===== src/hw/rtl/hhq_pkg.sv =====
`timescale 1ns / 1ps

package hhq_pkg;

    // Grid and fixed-point format
    localparam int GRID_VERTICES = 256;
    localparam int FRACTION_BITS = 16;

    // Grid index and bank addressing: four banks split by column and row parity
    localparam int IDX_W      = $clog2(GRID_VERTICES);
    localparam int HALF_W     = IDX_W - 1;
    localparam int NUM_BANKS  = 4;
    localparam int BANK_AW    = 2 * HALF_W;
    localparam int BANK_DEPTH = 1 << BANK_AW;

    // Coordinate mapping
    localparam int COORD_W = 32;
    localparam int INV_W   = 24;
    localparam int PROD_W  = COORD_W + INV_W;
    localparam int CELL_W  = PROD_W - COORD_W;

    // Interpolation datapath
    localparam int HGT_W      = 24;
    localparam int DIFF_W     = HGT_W + 1;
    localparam int WGT_W      = FRACTION_BITS + 1;
    localparam int MUL_W      = WGT_W + 1 + DIFF_W;
    localparam int ACC_W      = HGT_W + FRACTION_BITS + 3;
    localparam int FRAC_ONE   = 1 << FRACTION_BITS;
    localparam int ROUND_HALF = 1 << (FRACTION_BITS - 1);

    // Queues
    localparam int QUEUE_DEPTH = 4;
    localparam int QPTR_W      = $clog2(QUEUE_DEPTH);
    localparam int QCNT_W      = $clog2(QUEUE_DEPTH + 1);
    localparam int OUT_DEPTH   = 8;
    localparam int OPTR_W      = $clog2(OUT_DEPTH);
    localparam int OCNT_W      = $clog2(OUT_DEPTH + 1);

    // Configuration port
    localparam int CFG_W     = 32;
    localparam int CFG_IDX_W = 2;
    localparam logic [INV_W-1:0] INV_CELL_RESET = 24'd41779;

    typedef enum logic [CFG_IDX_W-1:0] {
        CFG_ORIGIN_X      = 2'd0,
        CFG_ORIGIN_Z      = 2'd1,
        CFG_INV_CELL_SIZE = 2'd2
    } hhq_cfg_idx_t;

    typedef enum logic {
        FUNC_WRITE = 1'b0,
        FUNC_QUERY = 1'b1
    } hhq_func_t;

    // One classified request as it travels from front to back
    typedef struct packed {
        hhq_func_t                 func;
        logic                      outside;
        logic [7:0]                write_col;
        logic [7:0]                write_row;
        logic signed [HGT_W-1:0]   write_height;
        logic [COORD_W-1:0]        local_x;
        logic [COORD_W-1:0]        local_z;
    } hhq_item_t;

endpackage


===== src/hw/rtl/hhq_queue.sv =====
`timescale 1ns / 1ps

module hhq_queue
    import hhq_pkg::*;
(
    input  logic        clk,
    input  logic        rst_n,
    input  logic        push,
    input  hhq_item_t   push_item,
    output logic        full,
    input  logic        pop,
    output logic        empty,
    output hhq_item_t   head
);

    hhq_item_t           mem_reg [QUEUE_DEPTH];
    logic [QPTR_W-1:0]   wr_ptr_reg;
    logic [QPTR_W-1:0]   rd_ptr_reg;
    logic [QCNT_W-1:0]   count_reg;
    logic [QCNT_W-1:0]   count_next;
    logic                do_push;
    logic                do_pop;

    assign full    = (count_reg == QCNT_W'(QUEUE_DEPTH));
    assign empty   = (count_reg == '0);
    assign head    = mem_reg[rd_ptr_reg];
    assign do_push = push && !full;
    assign do_pop  = pop && !empty;

    // Occupancy
    always_comb
    begin
        count_next = count_reg;
        if (do_push && !do_pop)
        begin
            count_next = count_reg + 1'b1;
        end
        else if (do_pop && !do_push)
        begin
            count_next = count_reg - 1'b1;
        end
    end

    always_ff @(posedge clk or negedge rst_n)
    begin
        if (!rst_n)
        begin
            wr_ptr_reg <= '0;
            rd_ptr_reg <= '0;
            count_reg  <= '0;
        end
        else
        begin
            count_reg <= count_next;
            if (do_push)
            begin
                wr_ptr_reg <= wr_ptr_reg + 1'b1;
            end
            if (do_pop)
            begin
                rd_ptr_reg <= rd_ptr_reg + 1'b1;
            end
        end
    end

    // Storage
    always_ff @(posedge clk)
    begin
        if (do_push)
        begin
            mem_reg[wr_ptr_reg] <= push_item;
        end
    end

endmodule


===== config.mk =====
export PLATFORM = sky130hd
export DESIGN_NAME = hhq_queue
export DESIGN_NICKNAME = d
export VERILOG_FILES = /design/src/hw/rtl/hhq_pkg.sv /design/src/hw/rtl/hhq_queue.sv
export SDC_FILE = /design/constraint.sdc
export NUM_CORES = 1
export LEC_CHECK = 0
export ABC_AREA = 0
export BUFFER_PORTS_ARGS = -buffer_cell sky130_fd_sc_hd__buf_2
export CAP_MARGIN = 0
export CORE_MARGIN = 2
export CORE_UTILIZATION = 57
export DETAILED_ROUTE_END_ITERATION = 16
export GPL_TIMING_DRIVEN = 0
export PLACE_DENSITY_LB_ADDON = 0.05
export SYNTH_ARGS = -nofsm -noshare
export SYNTH_HDL_FRONTEND = slang
export SYNTH_SLANG_ARGS = --single-unit

===== constraint.sdc =====
create_clock -name clk -period 4.2 [get_ports clk]
set_input_delay 0.42 -clock clk [delete_from_list [all_inputs] [get_ports clk]]
set_output_delay 0.42 -clock clk [all_outputs]
set_load 0.05 [all_outputs]

==> results.cfg <==
[sta]
period_minus_slack_ns = 2.86
fin_tns_setup_ns = 0
final_max_slew_viol_count = 0
finClkSkew_ns = 0.0137
period_share = 0.681
hold_violations = 0
finalSetupViolCount = 0
max-slew-margin-rel = 0.496
tightestPinTransition_ns = 0.757
rsz0062_at_grt = false
clock.fmax_mhz = 350

[logic_synthesis]
ys_seq_elements = 431
syn_inst = 590
syn-cell-area_mm2 = 0.0157
ys_warn_count = 0
synth_nets = 706
synth.avg_cell_area_um2 = 26.6
synth_top_area_frac = 0.812
ys_top_cells_by_area = edfxtp_1, mux4_2, dfrtp_1, buf_2, ha_1
synth-seq-area-share = 0.823
synth_largest_area_cell = edfxtp_1
yosysUniqueCellTypes = 22

[detailed_routing]
routedWlPerCell_um = 22.9
drt_iter0_drc = 513
routed_via_density = 5.67
drc = 0
antenna_left = 0
wl_um = 28300
drtPass1Iterations = 4
vias = 7017

[cells_and_area]
final_cells = 1237
ff_latch_area_mm2 = 0.0129
nFillCells = 1611
syn_to_final_growth_pct = 19.8
multi_input_area_mm2 = 0.00262
largest_reg_flops = 424
nets = 973
drive_gt1_frac = 0.467
final_area_mm2 = 0.0188

[place]
post-place-cells = 1153
dpl_cell_area_mm2 = 0.0173
dp.final_hpwl_um = 17500
routabilityCongestion = 0.726
port_buffers = 217

[worst_setup_path]
slowest_delay_ns = 0.38
worst-r2r-cell-count = 5
endpoint = head[59]
crit_chain = buf_2 > buf_2 > buf_2 > mux4_2 > buf_2
arrival_ns = 2.44
critPathLaunch = rd_ptr_reg[1]
setup.worst_path.end_class = output port
worst_ep_required_time_ns = 3.78
r2r_slack_ns = 1.83
cp_common_cell = buf_2
start_kind = register
reg2reg_from = count_reg[2]
setup.worst_path.class = reg2out
r2r-end = mem_reg[0][68]
cpMaxStageDelayCell = buf_2
path_max_fanout = 10

[power_and_ir_drop]
leakage_nw = 6.48
total_power_mw = 15.7
peakVddDrop_mv = 0.592
power_density_mw_per_mm2 = 837

[clocking]
cts.htree.levels = 2
hold_buffers = 1
post_cts.repair.setup_buffers = 0
cts_buffers = 42
cts_tree = yes
clk_path_buf_depth = 3
postCtsResizedCells = 0
clockRootBuffer = clkbuf_16
insertion_delay_ns = 0.53
cts.sinks = 431
cts.clk_slew.worst_paths_ns = 0.06

[floorplanning]
fp.dieW_um = 170
io-pin-count = 218
die_area_mm2 = 0.0288
num_rows = 60
die_h_um = 170
start_util = 0.582
core_area_mm2 = 0.0270

[global_route]
gr-total-overflow = 0
grt_pass1_wl_um = 42400
grt_usage = 0.200
grt_antenna_before_repair = 7
grt_pass1_vias = 7526
grt_max_degree = 61

[min_path]
hold_path.class = in2reg

[flow_run]
drv_cap = 0

[outcome]
run_status = finished clean
[layer usage]
metal	GRT usage	vias up	wire, um
li1	-	3098	-
met1	0.252	3664	11100
met2	0.341	200	14500
met3	0.0581	51	2040
met4	0.0617	4	622
met5	0	-	27
[power breakdown]
group | internal (mW) | leakage [nW] | switching, mW
sequential | 5.68 | 3.97 | 0.185
combinational | 1.80 | 1.81 | 4.25
clock | 2.33 | 0.708 | 1.49
total | 9.81 | 6.48 | 5.92
[through the flow]
| stage | hold slack [ns] | util | setup WS [ns] |
|---|---|---|---|
| after detailed placement | 0.261 | 0.643 | 1.78 |
| after floorplan | 0.124 | - | 0.340 |
| after global routing | 0.0924 | 0.697 | 1.23 |
| after CTS | 0.0801 | 0.697 | 1.29 |
| final | 0.102 | 0.697 | 1.34 |
| after global placement | 0.254 | 0.638 | -1.41 |
[synthesized netlist by cell type]
cell	number
edfxtp_1	424
buf_2	14
xnor2_1	4
mux2_2	1
mux2_1	1
nor2_1	1
nand2_1	1
mux4_2	106
buf_8	1
clkbuf_1	6
buf_4	1
fa_1	1
inv_1	4
nand3_1	1
buf_6	3
and2_1	4
xor2_1	2
dfrtp_1	7
ha_1	5
or3_1	1
nor2b_1	1
nor3b_2	1
[cells by family after synthesis]
kind of cell,share of synthesized area
buf+inv,0.0105
fa+ha+maj,0.00527
simple gates,0.00399
mux,0.154
xor+xnor,0.00335
flops,0.823
[how the worst min path moves through the flow]
stage / cells past startpoint / slack [ns] / startpoint / end
5_1_grt: 1 / 0.09 / push_item[13] / mem_reg[0][13]
4_1_cts: 1 / 0.08 / push_item[3] / mem_reg[3][3]
3_3_place_gp: 1 / 0.25 / rst_n / count_reg[2]
6_report: 1 / 0.10 / push_item[28] / mem_reg[2][28]
3_5_place_dp: 1 / 0.26 / rst_n / count_reg[0]
2_1_floorplan: 0 / 0.12 / rst_n / count_reg[0]
[cell type report]
class                      count  area share
inverter                       4    0.000799
antenna                        6    0.000799
sequential                   431       0.687
clock inverter                20      0.0118
clock buffer                  57      0.0645
buffer                        25     0.00792
tap                          341      0.0227
multi-input combinational    130       0.139
timing repair buffer         223      0.0653
[critical path, delay by kind of cell, from the launching register on]
kind / cells / cell delay, ns
multiplexers: 1 / 0.36
flip-flops: 1 / 0.31
buffers and inverters: 4 / 1.22
[cells in the final DEF (no fill, tap or decap), types with 2 or more instances in the layout]
master / instances
buf_16: 4
inv_1: 4
diode_2: 6
clkbuf_1: 14
bufinv_16: 5
edfxtp_1: 424
mux4_2: 106
buf_2: 231
clkinv_1: 6
clkbuf_16: 45
clkinv_2: 8
clkbuf_8: 4
and2_4: 4
ha_1: 5
xnor2_1: 4
dfrtp_1: 7
xor2_1: 2
buf_6: 3
No activity file was read; power rests on OpenSTA's default activity.
