[src/hw/rtl/hhq_pkg.sv]
`timescale 1ns / 1ps

package hhq_pkg;

    // Grid and fixed-point format
    localparam int GRID_VERTICES = 256;
    localparam int FRACTION_BITS = 16;

    // Grid index and bank addressing: four banks split by column and row parity
    localparam int IDX_W      = $clog2(GRID_VERTICES);
    localparam int HALF_W     = IDX_W - 1;
    localparam int NUM_BANKS  = 4;
    localparam int BANK_AW    = 2 * HALF_W;
    localparam int BANK_DEPTH = 1 << BANK_AW;

    // Coordinate mapping
    localparam int COORD_W = 32;
    localparam int INV_W   = 24;
    localparam int PROD_W  = COORD_W + INV_W;
    localparam int CELL_W  = PROD_W - COORD_W;

    // Interpolation datapath
    localparam int HGT_W      = 24;
    localparam int DIFF_W     = HGT_W + 1;
    localparam int WGT_W      = FRACTION_BITS + 1;
    localparam int MUL_W      = WGT_W + 1 + DIFF_W;
    localparam int ACC_W      = HGT_W + FRACTION_BITS + 3;
    localparam int FRAC_ONE   = 1 << FRACTION_BITS;
    localparam int ROUND_HALF = 1 << (FRACTION_BITS - 1);

    // Queues
    localparam int QUEUE_DEPTH = 4;
    localparam int QPTR_W      = $clog2(QUEUE_DEPTH);
    localparam int QCNT_W      = $clog2(QUEUE_DEPTH + 1);
    localparam int OUT_DEPTH   = 8;
    localparam int OPTR_W      = $clog2(OUT_DEPTH);
    localparam int OCNT_W      = $clog2(OUT_DEPTH + 1);

    // Configuration port
    localparam int CFG_W     = 32;
    localparam int CFG_IDX_W = 2;
    localparam logic [INV_W-1:0] INV_CELL_RESET = 24'd41779;

    typedef enum logic [CFG_IDX_W-1:0] {
        CFG_ORIGIN_X      = 2'd0,
        CFG_ORIGIN_Z      = 2'd1,
        CFG_INV_CELL_SIZE = 2'd2
    } hhq_cfg_idx_t;

    typedef enum logic {
        FUNC_WRITE = 1'b0,
        FUNC_QUERY = 1'b1
    } hhq_func_t;

    // One classified request as it travels from front to back
    typedef struct packed {
        hhq_func_t                 func;
        logic                      outside;
        logic [7:0]                write_col;
        logic [7:0]                write_row;
        logic signed [HGT_W-1:0]   write_height;
        logic [COORD_W-1:0]        local_x;
        logic [COORD_W-1:0]        local_z;
    } hhq_item_t;

endpackage

[src/hw/rtl/hhq_front.sv]
`timescale 1ns / 1ps

module hhq_front
    import hhq_pkg::*;
(
    input  logic                 clk,
    input  logic                 rst_n,
    // request channel
    input  logic                 push,
    output logic                 full,
    input  logic                 func,
    input  logic [7:0]           write_col,
    input  logic [7:0]           write_row,
    input  logic [HGT_W-1:0]     write_height,
    input  logic [COORD_W-1:0]   query_x,
    input  logic [COORD_W-1:0]   query_z,
    // terrain origin
    input  logic [COORD_W-1:0]   origin_x,
    input  logic [COORD_W-1:0]   origin_z,
    // to the middle queue
    input  logic                 q_full,
    output logic                 q_push,
    output hhq_item_t            q_item
);

    logic            valid_reg;
    logic            valid_next;
    hhq_item_t       item_reg;
    hhq_item_t       item_next;
    logic            accept;
    logic [COORD_W:0] local_x_full;
    logic [COORD_W:0] local_z_full;

    // Handshake: the stage frees up whenever its item moves into the queue
    assign full   = valid_reg && q_full;
    assign accept = push && !full;
    assign q_push = valid_reg && !q_full;
    assign q_item = item_reg;

    // Local coordinates, exact in one extra bit; the sign bit marks "before origin"
    assign local_x_full = {query_x[COORD_W-1], query_x} - {origin_x[COORD_W-1], origin_x};
    assign local_z_full = {query_z[COORD_W-1], query_z} - {origin_z[COORD_W-1], origin_z};

    always_comb
    begin
        item_next.func         = hhq_func_t'(func);
        item_next.outside      = local_x_full[COORD_W] || local_z_full[COORD_W];
        item_next.write_col    = write_col;
        item_next.write_row    = write_row;
        item_next.write_height = write_height;
        item_next.local_x      = local_x_full[COORD_W-1:0];
        item_next.local_z      = local_z_full[COORD_W-1:0];
    end

    always_comb
    begin
        if (accept)
        begin
            valid_next = 1'b1;
        end
        else if (q_push)
        begin
            valid_next = 1'b0;
        end
        else
        begin
            valid_next = valid_reg;
        end
    end

    always_ff @(posedge clk or negedge rst_n)
    begin
        if (!rst_n)
        begin
            valid_reg <= 1'b0;
        end
        else
        begin
            valid_reg <= valid_next;
        end
    end

    always_ff @(posedge clk)
    begin
        if (accept)
        begin
            item_reg <= item_next;
        end
    end

endmodule

[config.mk]
export PLATFORM = sky130hd
export DESIGN_NAME = hhq_front
export DESIGN_NICKNAME = d
export VERILOG_FILES = /design/src/hw/rtl/hhq_pkg.sv /design/src/hw/rtl/hhq_front.sv
export SDC_FILE = /design/constraint.sdc
export NUM_CORES = 1
export LEC_CHECK = 0
export BUFFER_PORTS_ARGS = -buffer_cell sky130_fd_sc_hd__buf_2
export CORE_MARGIN = 2
export CORE_UTILIZATION = 35
export CTS_BUF_LIST = sky130_fd_sc_hd__clkbuf_2
export CTS_CLUSTER_SIZE = 14
export DETAILED_ROUTE_END_ITERATION = 8
export GPL_TIMING_DRIVEN = 1
export SLEW_MARGIN = 10
export SYNTH_ARGS = -nofsm -noshare
export SYNTH_HDL_FRONTEND = slang
export SYNTH_SLANG_ARGS = --single-unit
[constraint.sdc]
create_clock -name clk -period 9.8 [get_ports clk]
set_input_delay 2.45 -clock clk [delete_from_list [all_inputs] [get_ports clk]]
set_output_delay 2.45 -clock clk [all_outputs]
set_load 0.02 [all_outputs]
==> impl_metrics.ini <==
[clock_network]
cts.repair_timing.setup_buffer_count = 0
cts.root.buffer_cell = clkbuf_2
ctsHtreeMaxLevel = 3
tritoncts.num_buffers = 9
clkTransAtPathRegs_ps = 360
clkSinkCount = 107
ctsResizeCount = 0
cts_tree = built
worst_skew_pair.late_latency_ps = 640
hold_buffers_post_cts = 0
clockBufferDepth = 2

[drt]
detailedRoute.firstPassIterationCount = 4
ant_nets = 0
detail_route.vias_per_cell = 4.73
first_iter_violations = 195
wire_per_inst_um = 14.4
num_vias = 5651
detail_route.wirelength_um = 17200
post-route-drc-count = 0

[logic_synthesis]
synth_enable_flop_cells = 106
post_synth_instance_area_mm2 = 0.00678
synth-seq-area-share = 0.473
yosys.cell_types.count = 60
yosys.area_share.adder = 0.124
synthArstFlopShare = 0.00935
synthesized_netlist_net_count = 875
synth_simple_gate_area_share = 0.102
synth.yosys.warnings = 0
synth-main-ff-cell = edfxtp_1
synth.area.mux_share = 0.00443
main_combinational_cell_family_by_area_after_synthesis = compound AO/OA/AOI/OAI gates
share_of_the_synthesized_area_in_compound_gates_ao_oa_aoi_oai = 0.181
post_synth_xor_area_fraction = 0.0658
postSynthCellCount = 636
avgSynthCellArea_um2 = 10.7
synth-seq-cells = 107

[power_and_ir_drop]
ratio_of_total_power_to_cell_area_mw_per_mm2 = 136
pwr-share-clk = 0.197
final_total_power_w = 0.00118
p_int_w = 0.000765
total_leakage_power_nw = 4.17
power.combinational.fraction = 0.319
p_switching_w = 0.000417
vdd.ir_drop.worst_mv = 0.0486
power.switching_fraction = 0.353
seqPwrFrac = 0.484

[setup_path]
crit_required_ps = 7350
worstPathMaxFanout = 3
cp_slowest_stage_delay_ps = 190
cp_data_arrival_time_ps = 2910
cp_cell_sequence = buf_2 > and2_1 > buf_2
critical_path.most_common_cell = buf_2
setup.worst_path.class = input pin to primary output
worst_path_max_delay_cell = and2_1
worst_setup_end_kind = primary output
category_of_the_worst_setup_path_launch_point = input pin

[timing]
holdWs_ps = 725
timing.setup.tns_ps = 0
slew_viol_final = 0
timing.fmax_mhz = 187
worst_slew_pin_slew_ps = 801
max_slew_margin = 0.466
finalClockSkew_ps = 22.2
min_period_over_period = 0.547
grt_setup_unrepaired = false
setup_viol = 0
final_period_minus_worst_setup_slack_ps = 5360
finalHoldViolations = 0

[cells_and_area]
number_of_flip_flops_under_the_largest_register_name = 106
fraction_of_layout_instances_using_a_drive_strength_above_1 = 0.330
fin_area_mm2 = 0.00866
layout.nets = 1165
num-fill-cells = 1888
post_layout_nonfiller_instances = 1195
area_delta_synth_final_pct = 27.7

[grt]
grt_overflow = 0
grt_use_met1 = 0.200
met2_usage = 0.282
grt_use_met3 = 0.0382
grt_first_pass_wirelength_um = 26200
first_global_vias = 5295
most_heavily_used_metal_layer_in_global_routing = met2
antenna_found_initial = 5
maximum_number_of_pins_on_one_net_before_global_route_repair = 59
gr-usage-all-layers = 0.162

[floorplan]
core-area_mm2 = 0.0189
placement_rows = 50
floorplan.die_area_mm2 = 0.0205
io_pins = 281
die_y_um = 143
starting_density_of_the_core = 0.359
die_width_um = 143

[status]
status = finished, final reports clean

[run]
max_cap_violations = 0

[place]
post-dp-hpwl_um = 13700
port_buffers = 280
place_inst = 1175
gp_congestion = 0.843
postPlaceCellArea_mm2 = 0.00852

[min_path]
hp-class = flip-flop to flip-flop
## worst paths after layout
kind / startpoint / endpoint / slack (ps) / cells after the start
max: q_full / full / 4440 / 3
min: valid_reg / valid_reg / 720 / 2
max reg2reg: valid_reg / q_item[41] / 8050 / 3
min reg2reg: valid_reg / valid_reg / 720 / 2
max in group asynchronous: rst_n / valid_reg / 8240 / 1
min in group asynchronous: rst_n / valid_reg / 1490 / 1
## layer usage
layer / up-vias / part of all wire
li1: 2908 / -
met2: 199 / 0.49
met4: 2 / 0.012
met5: - / 0.00041
met3: 14 / 0.071
met1: 2528 / 0.43
## critical path: cells and delay by family
family / cells / cell delay, ps
buffers and inverters: 2 / 270
AND/OR/NAND/NOR: 1 / 190
## layout make-up
type	instances	area, µm²	share of cell area
repair buffers	282	1420	0.164
multi-input cells	440	3250	0.375
diodes	4	10.0	0.00116
flip-flops and latches	107	3210	0.370
well taps	260	325	0.0376
clock inverters	7	86.3	0.00997
clock buffers	9	45.0	0.00520
inverters	86	323	0.0373
## logic make-up (layout without fill, tap and decap cells)
logic type,Yosys count,in the layout
mux,3,3
flops,107,107
buf+inv,89,384
xor+xnor,51,51
other cells,0,4
fa+ha+maj,66,66
simple gates,136,136
compound gates,184,184
## synthesized netlist by cell type (all sizes together), types with 10 or more instances
master  count  area (µm²)
nor2       39         149
xor2       21         184
a21o       31         233
inv        86         323
nor2b      14        95.1
o21a       13        97.6
o21ai      33         165
nand2      30         113
edfxtp    106        3180
xnor2      30         263
a21oi      57         285
nor3       10        50.1
ha         64         801
## per-stage QoR
step	utilization	setup WS (ps)
after floorplan	-	1850
after global placement	0.451	4350
after detailed placement	0.451	4340
after CTS	0.458	4440
after global routing	0.458	4410
final	0.458	4440
## power groups by stage
stage          combinational (W)  sequential [W]  clock, W
4_1_cts                 0.000381        0.000572  0.000245
5_1_grt                 0.000418        0.000576  0.000256
6_report                0.000377        0.000572  0.000232
3_3_place_gp            0.000377        0.000582         0
2_1_floorplan           0.000205        0.000638         0
3_5_place_dp            0.000379        0.000582         0
## cell usage in the layout (no fill, tap or decap), types with 3 or more instances in the layout
| cell | Yosys | routed |
|---|---|---|
| nand4_1 | 7 | 7 |
| ha_1 | 64 | 64 |
| nor3_1 | 10 | 10 |
| a211o_1 | 3 | 3 |
| o21a_1 | 13 | 13 |
| edfxtp_1 | 106 | 106 |
| diode_2 | 0 | 4 |
| and3_1 | 8 | 8 |
| a211oi_1 | 7 | 7 |
| nand3_1 | 8 | 8 |
| nand2b_1 | 7 | 7 |
| a221oi_1 | 3 | 3 |
| and4_1 | 3 | 3 |
| a21o_1 | 31 | 31 |
| xor2_1 | 21 | 21 |
| xnor2_1 | 30 | 30 |
| mux2i_1 | 3 | 3 |
| o21ai_0 | 12 | 12 |
| o21ai_1 | 21 | 21 |
| nor2_1 | 38 | 38 |
| nor2b_1 | 13 | 12 |
| clkbuf_2 | 0 | 9 |
| o31ai_1 | 4 | 4 |
| buf_2 | 1 | 280 |
| a21oi_1 | 57 | 57 |
| o21bai_1 | 5 | 5 |
| o31a_1 | 3 | 3 |
| nand2_1 | 30 | 30 |
| inv_1 | 86 | 86 |
Note: power is estimated with default switching activity, not from simulation.
